**src/rtl/bcdec_pkg.sv**
```systemverilog
// Shared types and constants of the BC1/BC2/BC3 block decoder.
package bcdec_pkg;

    localparam int MAX_DIM_DEFAULT     = 4096;
    localparam int QUEUE_DEPTH_DEFAULT = 2;

    localparam int DIM_W     = 13;
    localparam int FMT_W     = 2;
    localparam int CFG_IDX_W = 2;
    localparam int IN_DATA_W  = 128;
    localparam int OUT_DATA_W = 56;

    // Configuration register indexes.
    localparam logic [CFG_IDX_W-1:0] CFG_FORMAT = 2'd0;
    localparam logic [CFG_IDX_W-1:0] CFG_WIDTH  = 2'd1;
    localparam logic [CFG_IDX_W-1:0] CFG_HEIGHT = 2'd2;

    // Format codes; any other code decodes as BC3.
    localparam logic [FMT_W-1:0] FMT_BC1 = 2'd0;
    localparam logic [FMT_W-1:0] FMT_BC2 = 2'd1;

    typedef enum logic [1:0] {
        KIND_BC1_OPAQUE,
        KIND_BC1_PUNCH,
        KIND_BC2,
        KIND_BC3
    } kind_t;

    typedef struct packed {
        logic [FMT_W-1:0] block_format;
        logic [DIM_W-1:0] image_width;
        logic [DIM_W-1:0] image_height;
    } cfg_t;

    typedef struct packed {
        logic [63:0] alpha_word;
        logic [15:0] endpoint_a;
        logic [15:0] endpoint_b;
        logic [31:0] color_selectors;
        kind_t       kind;
        logic [11:0] base_x;
        logic [11:0] base_y;
        logic [1:0]  cols_m1;
        logic [1:0]  rows_m1;
        logic        last_block;
    } block_entry_t;

endpackage

```
**src/rtl/bcdec_front.sv**
```systemverilog
// Front end: accepts compressed blocks, tracks block position and classifies each block.
module bcdec_front #(
    parameter int MAX_DIM = bcdec_pkg::MAX_DIM_DEFAULT
) (
    input  logic                           aclk,
    input  logic                           aresetn,
    input  bcdec_pkg::cfg_t                cfg,
    input  logic                           s_tvalid,
    output logic                           s_tready,
    input  logic [bcdec_pkg::IN_DATA_W-1:0] s_tdata,
    input  logic                           queue_full,
    output logic                           push,
    output bcdec_pkg::block_entry_t        entry
);

    localparam int DW  = $clog2(MAX_DIM + 1);
    localparam int EW  = ((DW > bcdec_pkg::DIM_W) ? DW : bcdec_pkg::DIM_W) + 1;
    localparam int BLK = (MAX_DIM + 3) / 4;
    localparam int BCW = $clog2(BLK + 1);
    localparam int PXW = ((BCW + 2) > 12) ? (BCW + 2) : 12;

    function automatic logic [DW-1:0] clamp_dim(input logic [bcdec_pkg::DIM_W-1:0] v);
        logic [EW-1:0] ext;
        ext = EW'(v);
        if (ext == '0) begin
            return DW'(1);
        end else if (ext > EW'(MAX_DIM)) begin
            return DW'(MAX_DIM);
        end else begin
            return DW'(ext);
        end
    endfunction

    logic [BCW-1:0] col_reg, col_next;
    logic [BCW-1:0] row_reg, row_next;
    logic [DW-1:0]  w_c, h_c;
    logic [BCW-1:0] bw, bh;
    logic [BCW-1:0] col_eff, row_eff;
    logic           last_block;
    logic [EW-1:0]  rem_x, rem_y;
    logic [PXW-1:0] bx_full, by_full;

    assign w_c = clamp_dim(cfg.image_width);
    assign h_c = clamp_dim(cfg.image_height);
    assign bw  = BCW'((EW'(w_c) + EW'(3)) >> 2);
    assign bh  = BCW'((EW'(h_c) + EW'(3)) >> 2);

    // A position left outside the grid by a size change restarts at the first block.
    always_comb begin
        if (col_reg >= bw || row_reg >= bh) begin
            col_eff = '0;
            row_eff = '0;
        end else begin
            col_eff = col_reg;
            row_eff = row_reg;
        end
    end

    assign last_block = (col_eff == bw - BCW'(1)) && (row_eff == bh - BCW'(1));
    assign rem_x      = EW'(w_c) - (EW'(col_eff) << 2);
    assign rem_y      = EW'(h_c) - (EW'(row_eff) << 2);
    assign bx_full    = PXW'(col_eff) << 2;
    assign by_full    = PXW'(row_eff) << 2;

    assign s_tready = ~queue_full;
    assign push     = s_tvalid & ~queue_full;

    always_comb begin
        entry.alpha_word      = s_tdata[63:0];
        entry.endpoint_a      = s_tdata[79:64];
        entry.endpoint_b      = s_tdata[95:80];
        entry.color_selectors = s_tdata[127:96];
        entry.base_x          = bx_full[11:0];
        entry.base_y          = by_full[11:0];
        entry.cols_m1         = (rem_x >= EW'(4)) ? 2'd3 : 2'(rem_x - EW'(1));
        entry.rows_m1         = (rem_y >= EW'(4)) ? 2'd3 : 2'(rem_y - EW'(1));
        entry.last_block      = last_block;
        case (cfg.block_format)
            bcdec_pkg::FMT_BC1: begin
                entry.kind = (s_tdata[79:64] <= s_tdata[95:80]) ?
                             bcdec_pkg::KIND_BC1_PUNCH : bcdec_pkg::KIND_BC1_OPAQUE;
            end
            bcdec_pkg::FMT_BC2: begin
                entry.kind = bcdec_pkg::KIND_BC2;
            end
            default: begin
                entry.kind = bcdec_pkg::KIND_BC3;
            end
        endcase
    end

    always_comb begin
        col_next = col_reg;
        row_next = row_reg;
        if (push) begin
            if (last_block) begin
                col_next = '0;
                row_next = '0;
            end else if (col_eff + BCW'(1) >= bw) begin
                col_next = '0;
                row_next = row_eff + BCW'(1);
            end else begin
                col_next = col_eff + BCW'(1);
                row_next = row_eff;
            end
        end
    end

    always_ff @(posedge aclk) begin
        if (!aresetn) begin
            col_reg <= '0;
            row_reg <= '0;
        end else begin
            col_reg <= col_next;
            row_reg <= row_next;
        end
    end

endmodule

```
**src/rtl/bcdec_queue.sv**
```systemverilog
// Short block queue between the front end and the texel back end.
module bcdec_queue #(
    parameter int DEPTH = bcdec_pkg::QUEUE_DEPTH_DEFAULT
) (
    input  logic                    aclk,
    input  logic                    aresetn,
    input  logic                    push,
    input  bcdec_pkg::block_entry_t push_entry,
    output logic                    full,
    input  logic                    pop,
    output logic                    head_valid,
    output bcdec_pkg::block_entry_t head_entry
);

    localparam int PW = (DEPTH > 1) ? $clog2(DEPTH) : 1;
    localparam int CW = $clog2(DEPTH + 1);

    bcdec_pkg::block_entry_t entries_reg [DEPTH];
    logic [PW-1:0] wr_ptr_reg, wr_ptr_next;
    logic [PW-1:0] rd_ptr_reg, rd_ptr_next;
    logic [CW-1:0] count_reg, count_next;
    logic          do_push, do_pop;

    assign full       = (count_reg == CW'(DEPTH));
    assign head_valid = (count_reg != '0);
    assign head_entry = entries_reg[rd_ptr_reg];
    assign do_push    = push & ~full;
    assign do_pop     = pop & head_valid;

    always_comb begin
        wr_ptr_next = wr_ptr_reg;
        rd_ptr_next = rd_ptr_reg;
        count_next  = count_reg;
        if (do_push) begin
            wr_ptr_next = (wr_ptr_reg == PW'(DEPTH - 1)) ? '0 : wr_ptr_reg + PW'(1);
        end
        if (do_pop) begin
            rd_ptr_next = (rd_ptr_reg == PW'(DEPTH - 1)) ? '0 : rd_ptr_reg + PW'(1);
        end
        if (do_push && !do_pop) begin
            count_next = count_reg + CW'(1);
        end else if (do_pop && !do_push) begin
            count_next = count_reg - CW'(1);
        end
    end

    always_ff @(posedge aclk) begin
        if (!aresetn) begin
            wr_ptr_reg <= '0;
            rd_ptr_reg <= '0;
            count_reg  <= '0;
        end else begin
            wr_ptr_reg <= wr_ptr_next;
            rd_ptr_reg <= rd_ptr_next;
            count_reg  <= count_next;
        end
    end

    always_ff @(posedge aclk) begin
        if (do_push) begin
            entries_reg[wr_ptr_reg] <= push_entry;
        end
    end

endmodule

```
**src/rtl/bcdec_back.sv**
```systemverilog
// Back end: walks the head block, decoding one texel per cycle while not stalled.
module bcdec_back (
    input  logic                            aclk,
    input  logic                            aresetn,
    input  logic                            head_valid,
    input  bcdec_pkg::block_entry_t         head_entry,
    output logic                            pop,
    output logic                            m_tvalid,
    input  logic                            m_tready,
    output logic [bcdec_pkg::OUT_DATA_W-1:0] m_tdata,
    output logic                            m_tlast,
    output logic                            m_tuser
);

    typedef enum logic [2:0] {
        OP_PASS,
        OP_HALF,
        OP_DIV3,
        OP_DIV5,
        OP_DIV7
    } op_t;

    // Reciprocals for exact floor division over the numerator ranges that occur.
    localparam logic [21:0] RECIP3 = 22'd683;
    localparam logic [24:0] RECIP5 = 25'd3277;
    localparam logic [24:0] RECIP7 = 25'd2341;

    function automatic logic [7:0] apply_op(input op_t op, input logic [10:0] num);
        logic [21:0] p3;
        logic [24:0] p5;
        logic [24:0] p7;
        p3 = 22'(num) * RECIP3;
        p5 = 25'(num) * RECIP5;
        p7 = 25'(num) * RECIP7;
        case (op)
            OP_PASS: return num[7:0];
            OP_HALF: return num[8:1];
            OP_DIV3: return p3[18:11];
            OP_DIV5: return p5[21:14];
            OP_DIV7: return p7[21:14];
            default: return num[7:0];
        endcase
    endfunction

    logic        en, take, last_texel;
    logic [1:0]  x_reg, x_next;
    logic [1:0]  y_reg, y_next;
    logic [3:0]  texel;
    logic [1:0]  idx;
    logic [3:0]  nibble;
    logic [5:0]  code_base;
    logic [2:0]  code;
    logic [7:0]  a0, a1;
    logic [10:0] wa, wb;
    logic        punch;
    logic [7:0]  e0 [3];
    logic [7:0]  e1 [3];

    logic [10:0] cnum_next [3];
    op_t         cop_next  [3];
    logic [10:0] anum_next;
    op_t         aop_next;

    logic        a_valid_reg;
    logic [11:0] a_px_reg, a_py_reg;
    logic        a_lob_reg, a_loi_reg;
    logic [10:0] a_cnum_reg [3];
    op_t         a_cop_reg  [3];
    logic [10:0] a_anum_reg;
    op_t         a_aop_reg;

    logic        m_valid_reg;
    logic [bcdec_pkg::OUT_DATA_W-1:0] m_data_reg;
    logic        m_last_reg, m_user_reg;

    // The whole back pipeline moves whenever the output register can take a beat.
    assign en         = ~m_valid_reg | m_tready;
    assign take       = en & head_valid;
    assign last_texel = (x_reg == head_entry.cols_m1) && (y_reg == head_entry.rows_m1);
    assign pop        = take & last_texel;

    assign texel     = {y_reg, x_reg};
    assign idx       = head_entry.color_selectors[{texel, 1'b0} +: 2];
    assign nibble    = head_entry.alpha_word[{texel, 2'b00} +: 4];
    assign code_base = 6'd16 + {1'b0, texel, 1'b0} + {2'b00, texel};
    assign code      = head_entry.alpha_word[code_base +: 3];
    assign a0        = head_entry.alpha_word[7:0];
    assign a1        = head_entry.alpha_word[15:8];
    assign punch     = (head_entry.kind == bcdec_pkg::KIND_BC1_PUNCH);

    always_comb begin
        e0[0] = {head_entry.endpoint_a[15:11], 3'b000};
        e0[1] = {head_entry.endpoint_a[10:5], 2'b00};
        e0[2] = {head_entry.endpoint_a[4:0], 3'b000};
        e1[0] = {head_entry.endpoint_b[15:11], 3'b000};
        e1[1] = {head_entry.endpoint_b[10:5], 2'b00};
        e1[2] = {head_entry.endpoint_b[4:0], 3'b000};
        for (int c = 0; c < 3; c++) begin
            case (idx)
                2'd0: begin
                    cnum_next[c] = 11'(e0[c]);
                    cop_next[c]  = OP_PASS;
                end
                2'd1: begin
                    cnum_next[c] = 11'(e1[c]);
                    cop_next[c]  = OP_PASS;
                end
                2'd2: begin
                    if (punch) begin
                        cnum_next[c] = 11'(e0[c]) + 11'(e1[c]);
                        cop_next[c]  = OP_HALF;
                    end else begin
                        cnum_next[c] = (11'(e0[c]) << 1) + 11'(e1[c]) + 11'd1;
                        cop_next[c]  = OP_DIV3;
                    end
                end
                default: begin
                    if (punch) begin
                        cnum_next[c] = '0;
                        cop_next[c]  = OP_PASS;
                    end else begin
                        cnum_next[c] = 11'(e0[c]) + (11'(e1[c]) << 1) + 11'd1;
                        cop_next[c]  = OP_DIV3;
                    end
                end
            endcase
        end
    end

    always_comb begin
        wa        = '0;
        wb        = 11'(code) - 11'd1;
        anum_next = 11'd255;
        aop_next  = OP_PASS;
        case (head_entry.kind)
            bcdec_pkg::KIND_BC1_OPAQUE: begin
                anum_next = 11'd255;
            end
            bcdec_pkg::KIND_BC1_PUNCH: begin
                anum_next = (idx == 2'd3) ? 11'd0 : 11'd255;
            end
            bcdec_pkg::KIND_BC2: begin
                // A nibble times 17 is the nibble repeated in both halves.
                anum_next = {3'b000, nibble, nibble};
            end
            default: begin
                if (code == 3'd0) begin
                    anum_next = 11'(a0);
                end else if (code == 3'd1) begin
                    anum_next = 11'(a1);
                end else if (a0 > a1) begin
                    wa        = 11'd8 - 11'(code);
                    anum_next = wa * 11'(a0) + wb * 11'(a1) + 11'd3;
                    aop_next  = OP_DIV7;
                end else if (code <= 3'd5) begin
                    wa        = 11'd6 - 11'(code);
                    anum_next = wa * 11'(a0) + wb * 11'(a1) + 11'd2;
                    aop_next  = OP_DIV5;
                end else if (code == 3'd6) begin
                    anum_next = 11'd0;
                end else begin
                    anum_next = 11'd255;
                end
            end
        endcase
    end

    always_comb begin
        x_next = x_reg;
        y_next = y_reg;
        if (take) begin
            if (last_texel) begin
                x_next = '0;
                y_next = '0;
            end else if (x_reg == head_entry.cols_m1) begin
                x_next = '0;
                y_next = y_reg + 2'd1;
            end else begin
                x_next = x_reg + 2'd1;
            end
        end
    end

    always_ff @(posedge aclk) begin
        if (!aresetn) begin
            x_reg       <= '0;
            y_reg       <= '0;
            a_valid_reg <= 1'b0;
            m_valid_reg <= 1'b0;
        end else begin
            x_reg <= x_next;
            y_reg <= y_next;
            if (en) begin
                a_valid_reg <= head_valid;
                m_valid_reg <= a_valid_reg;
            end
        end
    end

    always_ff @(posedge aclk) begin
        if (en) begin
            a_px_reg   <= head_entry.base_x + 12'(x_reg);
            a_py_reg   <= head_entry.base_y + 12'(y_reg);
            a_lob_reg  <= last_texel;
            a_loi_reg  <= last_texel & head_entry.last_block;
            a_cnum_reg <= cnum_next;
            a_cop_reg  <= cop_next;
            a_anum_reg <= anum_next;
            a_aop_reg  <= aop_next;
            m_data_reg <= {apply_op(a_aop_reg, a_anum_reg),
                           apply_op(a_cop_reg[2], a_cnum_reg[2]),
                           apply_op(a_cop_reg[1], a_cnum_reg[1]),
                           apply_op(a_cop_reg[0], a_cnum_reg[0]),
                           a_py_reg, a_px_reg};
            m_last_reg <= a_lob_reg;
            m_user_reg <= a_loi_reg;
        end
    end

    assign m_tvalid = m_valid_reg;
    assign m_tdata  = m_data_reg;
    assign m_tlast  = m_last_reg;
    assign m_tuser  = m_user_reg;

endmodule

```
**src/rtl/bc1_bc2_bc3_block_decoder_core.sv**
```systemverilog
// Top level of the BC1/BC2/BC3 block decoder: configuration registers, front end, queue, back end.
//
//   channel   ports                         beat
//   --------  ----------------------------  ------------------------------------------
//   input     s_tvalid s_tready s_tdata     one compressed 4x4 block
//   output    m_tvalid m_tready m_tdata     one decoded texel
//             m_tlast m_tuser
//   config    cfg_we cfg_index cfg_wdata    one register write, taken at once
//
// A block yields one output beat per texel that lies inside the image: 16 for an
// interior block, 1 to 16 at the right and bottom edges, as the texel walk of the back
// end sets them. With the queue empty, the first texel of a block passes the queue, the
// back end's stage register and the output register before it is offered on m_tvalid.
// The queue holds QUEUE_DEPTH blocks, so input beats keep flowing while texels drain.
// Low m_tready freezes the back end; s_tready falls only when the queue is full.
// Reset empties the queue and pipeline, restarts at block (0,0) and selects BC1, 4x4.
module bc1_bc2_bc3_block_decoder_core #(
    parameter int MAX_DIM     = bcdec_pkg::MAX_DIM_DEFAULT,
    parameter int QUEUE_DEPTH = bcdec_pkg::QUEUE_DEPTH_DEFAULT
) (
    input  logic                             aclk,
    input  logic                             aresetn,
    input  logic                             s_tvalid,
    output logic                             s_tready,
    // alpha_word[63:0], endpoint_a[79:64], endpoint_b[95:80], color_selectors[127:96]
    input  logic [bcdec_pkg::IN_DATA_W-1:0]  s_tdata,
    output logic                             m_tvalid,
    input  logic                             m_tready,
    // pixel_x[11:0], pixel_y[23:12], red[31:24], green[39:32], blue[47:40], alpha[55:48]
    output logic [bcdec_pkg::OUT_DATA_W-1:0] m_tdata,
    output logic                             m_tlast,
    // last_of_image[0]
    output logic                             m_tuser,
    input  logic                             cfg_we,
    input  logic [bcdec_pkg::CFG_IDX_W-1:0]  cfg_index,
    input  logic [bcdec_pkg::DIM_W-1:0]      cfg_wdata
);

    bcdec_pkg::cfg_t         cfg_reg;
    bcdec_pkg::block_entry_t push_entry, head_entry;
    logic                    push, queue_full, head_valid, pop;

    always_ff @(posedge aclk) begin
        if (!aresetn) begin
            cfg_reg.block_format <= bcdec_pkg::FMT_BC1;
            cfg_reg.image_width  <= bcdec_pkg::DIM_W'(4);
            cfg_reg.image_height <= bcdec_pkg::DIM_W'(4);
        end else if (cfg_we) begin
            case (cfg_index)
                bcdec_pkg::CFG_FORMAT: cfg_reg.block_format <= cfg_wdata[bcdec_pkg::FMT_W-1:0];
                bcdec_pkg::CFG_WIDTH:  cfg_reg.image_width  <= cfg_wdata;
                bcdec_pkg::CFG_HEIGHT: cfg_reg.image_height <= cfg_wdata;
                default: ;
            endcase
        end
    end

    bcdec_front #(
        .MAX_DIM (MAX_DIM)
    ) u_front (
        .aclk       (aclk),
        .aresetn    (aresetn),
        .cfg        (cfg_reg),
        .s_tvalid   (s_tvalid),
        .s_tready   (s_tready),
        .s_tdata    (s_tdata),
        .queue_full (queue_full),
        .push       (push),
        .entry      (push_entry)
    );

    bcdec_queue #(
        .DEPTH (QUEUE_DEPTH)
    ) u_queue (
        .aclk       (aclk),
        .aresetn    (aresetn),
        .push       (push),
        .push_entry (push_entry),
        .full       (queue_full),
        .pop        (pop),
        .head_valid (head_valid),
        .head_entry (head_entry)
    );

    bcdec_back u_back (
        .aclk       (aclk),
        .aresetn    (aresetn),
        .head_valid (head_valid),
        .head_entry (head_entry),
        .pop        (pop),
        .m_tvalid   (m_tvalid),
        .m_tready   (m_tready),
        .m_tdata    (m_tdata),
        .m_tlast    (m_tlast),
        .m_tuser    (m_tuser)
    );

endmodule

```
**config.mk**
```make
export PLATFORM = sky130hd
export DESIGN_NAME = bc1_bc2_bc3_block_decoder_core
export DESIGN_NICKNAME = d
export VERILOG_FILES = /design/src/rtl/bcdec_pkg.sv /design/src/rtl/bcdec_front.sv /design/src/rtl/bcdec_queue.sv /design/src/rtl/bcdec_back.sv /design/src/rtl/bc1_bc2_bc3_block_decoder_core.sv
export SDC_FILE = /design/constraint.sdc
export NUM_CORES = 2
export LEC_CHECK = 0
export ABC_AREA = 1
export ABC_CLOCK_PERIOD_IN_PS = 18700
export CAP_MARGIN = 5
export CORE_MARGIN = 3
export CORE_UTILIZATION = 35
export CTS_BUF_LIST = sky130_fd_sc_hd__clkbuf_2
export CTS_CLUSTER_DIAMETER = 60
export DETAILED_ROUTE_END_ITERATION = 10
export DONT_BUFFER_PORTS = 1
export SLEW_MARGIN = 25
export SYNTH_ARGS = -nofsm -noshare
export SYNTH_HDL_FRONTEND = slang
export SYNTH_SLANG_ARGS = --single-unit
```
**constraint.sdc**
```tcl
create_clock -name aclk -period 18.7 [get_ports aclk]
set_clock_uncertainty 0.1 [all_clocks]
set_input_delay 0.935 -clock aclk [delete_from_list [all_inputs] [get_ports aclk]]
set_output_delay 0.935 -clock aclk [all_outputs]
set_load 0.01 [all_outputs]
```
== Yosys cells after proc, flatten, opt, wreduce, memory -nomap -nowiden ==
Memories as Yosys holds them, arrays and structs flattened. A register that Yosys moved wholly into a read port is not among the register bits.
Index checks and enable logic that the tools add are counted.

* Add/sub/neg operators: 42
* Multipliers: 15
* $lt $le $gt $ge: 10
* Equality and inequality tests: 23
* Shift-type cells: 3
* Muxes and demuxes: 51
* Bitwise gates (word level): 9
* Reduce and logical (&&, ||, !) cells: 24

{| class="wikitable"
|+ Operator list
! operator !! count
|-
| 11-bit by 12-bit multiplier with 22-bit output, second input constant || 8
|-
| 11-bit 2-to-1 mux || 16
|-
| 11-bit one-hot mux with 3 select lines || 4
|-
| 8-bit one-hot mux with 4 select lines || 4
|-
| 11-bit by 1-bit adder with 11-bit output, second input constant || 8
|-
| 11-bit by 10-bit multiplier with 19-bit output, second input constant || 4
|-
| 64-bit by 7-bit indexed part select with 3-bit output || 1
|-
| 64-bit by 7-bit indexed part select with 4-bit output || 1
|-
| 13-bit 2-to-1 mux || 4
|-
| 11-bit greater-or-equal comparator || 3
|-
| 11-bit by 8-bit multiplier with 11-bit output || 3
|-
| 32-bit by 6-bit indexed part select with 2-bit output || 1
|-
| 8-bit by 9-bit adder with 10-bit output || 3
|-
| 9-bit by 8-bit adder with 10-bit output || 3
|-
| 14-bit by 3-bit greater-or-equal comparator with 1-bit output, second input constant || 2
|-
| 13-bit by 13-bit subtractor with 14-bit output || 2
|-
| 8-bit by 8-bit adder with 9-bit output || 3
|-
| 13-bit by 2-bit adder with 13-bit output, second input constant || 2
|-
| 13-bit > comparator, second input constant || 2
|-
| 13-bit zero test || 2
|-
| 12-bit by 2-bit adder with 12-bit output || 2
|-
| 11-bit adder || 2
|-
| 11-bit by 2-bit adder with 11-bit output, second input constant || 2
|-
| 11-bit equality test || 2
|-
| other kinds (37) || 93
|}

* Bits in registers: 194
* Bits in writable memories: 310
* Input bits: 148
* Output and inout port bits: 60
* Memories kept: 1

{| class="wikitable"
|+ Memory list
! name !! depth !! width !! rd ports !! clocked after Yosys merged registers in !! write ports !! line !! RTL
|-
| u_queue.entries_reg || 2 || 155 || 1 || 1 || 1 || bcdec_queue.sv:18 || <nowiki>bcdec_pkg::block_entry_t entries_reg [DEPTH];</nowiki>
|}

== Depth between registers and ports, before layout ==
* Depth after elaboration: 12
* Depth in mapped cells: 53
* Mapped depth without buffers: 50

== Hierarchy ==
A second synthesis with hierarchy kept.

* Cell total of the unflattened synthesis: 4891
* Area total of the unflattened synthesis: 45034.4 µm²

{| class="wikitable"
|+ Modules (own cells, without submodules)
! module !! instances !! cells an instance !! area each (µm²)
|-
| bcdec_back || 1 || 3161 || 25488.2
|-
| bcdec_queue || 1 || 532 || 12137.9
|-
| bcdec_front || 1 || 1021 || 6175.9
|-
| bc1_bc2_bc3_block_decoder_core || 1 || 177 || 1232.4
|}

== Worst setup path before layout ==
Ideal clock, no wire load.

* Path type: register to register
* Start: register u_back.x_reg[1]
* End: register u_back.a_anum_reg[10], data pin
* Data arrival time: 9.813 ns
* Data required time: 18.347 ns
* Path slack: 8.534 ns
* Cell stages (with the launch flop): 47
* Clock period less this slack: 10.166 ns
* Cell sequence: dfxtp_1 -> inv_2 -> buf_1 -> buf_1 -> fa_1 -> clkbuf_1 -> inv_1 -> clkbuf_1 -> o21ai_0 -> o211ai_1 -> o211ai_1 -> nand3_1 -> nand2_1 -> buf_2 -> ha_1 -> buf_1 -> clkbuf_1 -> nor2_1 -> [11 not listed] -> inv_1 -> fa_1 -> inv_1 -> fa_1 -> inv_1 -> fa_1 -> inv_1 -> ha_1 -> inv_1 -> o21bai_1 -> a21oi_1 -> o21bai_1 -> xor2_1 -> nand3_1 -> nand2_1 -> nand2_1 -> nand3_1 -> nand2_1

* Longest elaborated chain between the ends: 12
* Elaborated cells between the ends (all ways): 21

{| class="wikitable"
|+ Ends and longest elaborated chain
! item !! line !! RTL
|-
| start, declared || bcdec_back.sv:46 || <nowiki>logic [1:0] x_reg, x_next;</nowiki>
|-
| start signal, assigned || bcdec_back.sv:191 || <nowiki>x_reg <= x_next;</nowiki>
|-
| 5-bit by 5-bit adder with 6-bit output || bcdec_back.sv:85 || <nowiki>assign code_base = 6'd16 + {1'b0, texel, 1'b0} + {2'b00, texel};</nowiki>
|-
| 6-bit by 4-bit adder with 6-bit output * || bcdec_back.sv:85 ||
|-
| 64-bit by 7-bit indexed part select with 3-bit output * || bcdec_back.sv:86 || <nowiki>assign code = head_entry.alpha_word[code_base +: 3];</nowiki>
|-
| 3-bit by 3-bit subtractor with 4-bit output or 3-bit by 1-bit subtractor with 4-bit output (tied branches) || bcdec_back.sv:156, bcdec_back.sv:132 ||
|-
| 11-bit by 8-bit multiplier with 11-bit output, on equally long branches || bcdec_back.sv:157, bcdec_back.sv:153 ||
|-
| 11-bit adder || bcdec_back.sv:157 || <nowiki>anum_next = wa * 11'(a0) + wb * 11'(a1) + 11'd2;</nowiki>
|-
| 11-bit by 2-bit adder with 11-bit output || bcdec_back.sv:157 ||
|-
| 11-bit 2-to-1 mux || bcdec_back.sv:155 || <nowiki>end else if (code <= 3'd5) begin</nowiki>
|-
| 11-bit 2-to-1 mux || bcdec_back.sv:151 || <nowiki>end else if (a0 > a1) begin</nowiki>
|-
| 11-bit 2-to-1 mux || bcdec_back.sv:149 || <nowiki>end else if (code == 3'd1) begin</nowiki>
|-
| 11-bit 2-to-1 mux * || bcdec_back.sv:147 || <nowiki>if (code == 3'd0) begin</nowiki>
|-
| 11-bit one-hot mux with 3 select lines * || bcdec_back.sv:135 || <nowiki>case (head_entry.kind)</nowiki>
|-
| via u_back.anum_next[10] || bcdec_back.sv:61 || <nowiki>logic [10:0] anum_next;</nowiki>
|-
| end signal, assigned || bcdec_back.sv:208 || <nowiki>a_anum_reg <= anum_next;</nowiki>
|-
| end, declared || bcdec_back.sv:69 || <nowiki>logic [10:0] a_anum_reg;</nowiki>
|}

The timed path passes the listed nets; every way through them passes the cells marked *.
A chain may end at the register's enable or synchronous reset.

== Worst setup path after layout ==
* Start: register u_back.y_reg[0]
* End: register u_back.a_anum_reg[10], data pin

* Longest elaborated chain between the ends: 12
* Elaborated cells between the ends (all ways): 21

{| class="wikitable"
|+ Ends and longest elaborated chain
! item !! line !! RTL
|-
| start, declared || bcdec_back.sv:47 || <nowiki>logic [1:0] y_reg, y_next;</nowiki>
|-
| start signal, assigned || bcdec_back.sv:192 || <nowiki>y_reg <= y_next;</nowiki>
|-
| 5-bit by 5-bit adder with 6-bit output || bcdec_back.sv:85 ||
|-
| 6-bit by 4-bit adder with 6-bit output * || bcdec_back.sv:85 ||
|-
| 64-bit by 7-bit indexed part select with 3-bit output * || bcdec_back.sv:86 ||
|-
| 3-bit by 3-bit subtractor with 4-bit output or 3-bit by 1-bit subtractor with 4-bit output (tied branches) || bcdec_back.sv:156, bcdec_back.sv:132 ||
|-
| 11-bit by 8-bit multiplier with 11-bit output, on equally long branches || bcdec_back.sv:157, bcdec_back.sv:153 ||
|-
| 11-bit adder || bcdec_back.sv:157 ||
|-
| 11-bit by 2-bit adder with 11-bit output || bcdec_back.sv:157 ||
|-
| 11-bit 2-to-1 mux || bcdec_back.sv:155 ||
|-
| 11-bit 2-to-1 mux || bcdec_back.sv:151 ||
|-
| 11-bit 2-to-1 mux || bcdec_back.sv:149 ||
|-
| 11-bit 2-to-1 mux * || bcdec_back.sv:147 ||
|-
| 11-bit one-hot mux with 3 select lines * || bcdec_back.sv:135 ||
|-
| via u_back.anum_next[10] || bcdec_back.sv:61 ||
|}

Marks and branches as above.

==> impl_metrics.ini <==
[setup_path]
cp-end-kind = register
worst_ep_arrival_time_ns = 13.44
slowest_delay_ns = 1.34
cp_max_fo = 28
critPathKind = register to register
cp.required_ns = 19.64
r2r_end = u_back.a_anum_reg[10]
reg2reg_depth = 43
worst-path-stages = 43
slowest_stage = fa_1
critPathLaunchType = register
r2r_slack_ns = 6.20
crit_end = u_back.a_anum_reg[10]
startpoint = u_back.y_reg[0]
crit_top_cell = inv_1
path_buf_inv = 13
crit_family = adder cells
regToRegStartpoint = u_back.y_reg[0]

[grt]
first_global_vias = 35500
grt_usage_pct = 18.9
grt_overflow = 0
grt_max_degree = 86
grt_pass1_wl_mm = 194
antenna_found_initial = 17

[cts]
cts.repair.resized = 0
cts_sinks = 492
cts_tree = yes
root_buffer = clkbuf_2
htreeDepth = 4
cts_buffer_depth = 3
cts_buffers = 135
ctsHoldBuffers = 285
post_cts_buffers = 0
clkTransAtPathRegs_ns = 0.12
clock_latency_ns = 1.37

[timing]
period_minus_slack_ns = 12.50
hold_violations = 0
post-route-period-util_pct = 66.8
setup_viol = 0
slew_headroom_pct = 31.3
worst_slew_pin_slew_ns = 1.03
fin_setup_tns_ns = 0
rsz0062_at_grt = no
setup_ws_ns = 6.20
drv_slew = 0
clock.fmax_ghz = 0.0800

[logic_synthesis]
synthArstFlopShare_pct = 0
synth_edf_count = 431
yosys_warnings = 0
netlist_area_sq_mm = 0.0436
yosys.cell_types.count = 61
ys_seq_area_share_pct = 32.5
syn_avg_cell_area_sq_um = 8.73
synth_flop_cell = edfxtp_1
ys_seq_elements = 492
syn_inst = 4989

[detailed_routing]
drtAntennaViolNets = 0
routed_wl_mm = 122
dr.pass1.iters = 8
drc = 0
wire_per_inst_um = 17.3
drt-initial-drc-count = 2398
viasPerCell = 5.00
vias = 35300

[floorplanning]
die_x_um = 359
std_cell_rows = 128
die_y_um = 359
core_sq_mm = 0.123
start_util_pct = 35.5
dieArea_sq_mm = 0.129
ios = 208

[layout]
areaGrowthSynthToFinish_pct = 13.6
largest_reg_flops = 310
drive_gt1_share_pct = 7.16
fin_cells = 7065
post-route-util_pct = 40.4
nNetsFinal = 6349

[placement]
routabilityCongestion = 0.936
place.port_buffers = 0
dpl.hpwl_mm = 90.9
placed_cells = 6520
pre_cts_ws_ns = 6.49

[status]
status = finished, final reports clean

[min_path]
hold_class = input pin to register
worstHoldStart = cfg_wdata[8]

[run]
drv_cap = 0
routing by layer:
metal | routed length [um] | track usage (%) | vias up
met4 | 3420 | 6.32 | 6
met1 | 54200 | 25.1 | 16700
met5 | 41 | 0 | -
li1 | - | - | 17300
met2 | 56100 | 30.8 | 1061
met3 | 8300 | 3.60 | 215
worst register-to-register path, delay by kind of cell, from the launching register on:
kind                       cells  cell delay, ns
adders and majority gates     11            5.85
buffers and inverters         13            1.90
and+or+nand+nor               10            1.71
AOI/OAI and AO/OA              7            1.32
DFF                            1            0.85
xor gates and xnor gates       2            0.42
synthesized netlist by cell type (18+ instances only):
cell         n  share of area, %
a21oi_1    226               2.6
nand2_2     20              0.29
nand2_1   1023               8.8
nor2_1     361               3.1
o211ai_1    35              0.60
buf_2       24              0.28
dfxtp_1     61               2.8
ha_1       647                19
nand4_1     55              0.79
o21ai_0    271               3.1
or2_2       54              0.78
nor3_1      19              0.22
inv_1      814               7.0
clkbuf_1    66              0.57
edfxtp_1   431                30
o22ai_1     18              0.26
xnor2_1     44              0.88
xor2_1      61               1.2
o221ai_1    21              0.42
nand3_1    269               3.1
fa_1       237                11
worst min path at each step:
stage | endpoint | slack [ns] | cells after the start
after detailed placement | u_back.m_tdata[10] | 0.30 | 0
after global placement | u_back.m_tdata[9] | 0.30 | 0
after global routing | u_queue.entries_reg[0][67] | 0.12 | 1
final | cfg_reg[21] | 0.28 | 3
after floorplan | u_back.m_tdata[0] | 0.30 | 0
after CTS | u_queue.entries_reg[1][59] | 0.004 | 1
cell usage in the layout, fill, tap and decap left out, drive strengths merged, types with 3 or more instances in the layout:
| cell type | synthesis | routed |
|---|---|---|
| a22oi | 3 | 3 |
| diode | 0 | 21 |
| xnor2 | 44 | 44 |
| bufinv | 0 | 5 |
| edfxtp | 431 | 431 |
| a221oi | 5 | 5 |
| o31ai | 4 | 4 |
| xor2 | 61 | 61 |
| and3 | 4 | 4 |
| nand2 | 1046 | 1046 |
| clkinv | 5 | 41 |
| nand3b | 6 | 6 |
| o211ai | 35 | 35 |
| o21a | 6 | 6 |
| o21ai | 289 | 289 |
| nand4 | 57 | 57 |
| clkbuf | 66 | 186 |
| o2111ai | 17 | 17 |
| o22ai | 18 | 18 |
| a31oi | 15 | 15 |
| fa | 237 | 237 |
| o221ai | 21 | 21 |
| o21bai | 16 | 16 |
| nor3 | 19 | 19 |
| nor2 | 377 | 377 |
| inv | 826 | 834 |
| ha | 647 | 647 |
| nand3 | 286 | 286 |
| dfxtp | 61 | 61 |
| or2 | 55 | 55 |
| buf | 56 | 28 |
| clkinvlp | 0 | 4 |
| a21o | 15 | 15 |
| a211oi | 3 | 3 |
| nor4 | 3 | 3 |
| dlygate4sd3 | 0 | 284 |
| a21oi | 237 | 237 |
through the flow:
stage / area, sq um / hold WS [ns]
detailed placement: 45300 / 0.305
global placement: 45300 / 0.305
global route: 49500 / 0.124
floorplan: 43600 / 0.300
finish: 49500 / 0.283
CTS: 49500 / 0.00443
kinds of logic after synthesis:
| kind of cell | after synthesis | synth area share (%) |
|---|---|---|
| simple gates | 1854 | 18.2 |
| other cells | 1 | 0.00861 |
| compound gates | 699 | 9.26 |
| fa+ha+maj | 884 | 29.5 |
| buf+inv | 953 | 8.47 |
| xor+xnor | 105 | 2.11 |
| flops | 492 | 32.5 |
| mux | 1 | 0.0230 |
area by class of cell:
class / count / area, sq um
diodes: 21 / 52.6
clock buffers: 186 / 931
clock inverters: 53 / 395
fillers: 12400 / 73200
inverters: 831 / 3130
multi-input cells: 3545 / 25700
flip-flops and latches: 492 / 14200
well taps: 1625 / 2030
repair buffers: 312 / 3070
Power is not shown: default switching activity piles up to over one toggle a cycle in this logic, so the estimate is an artifact.
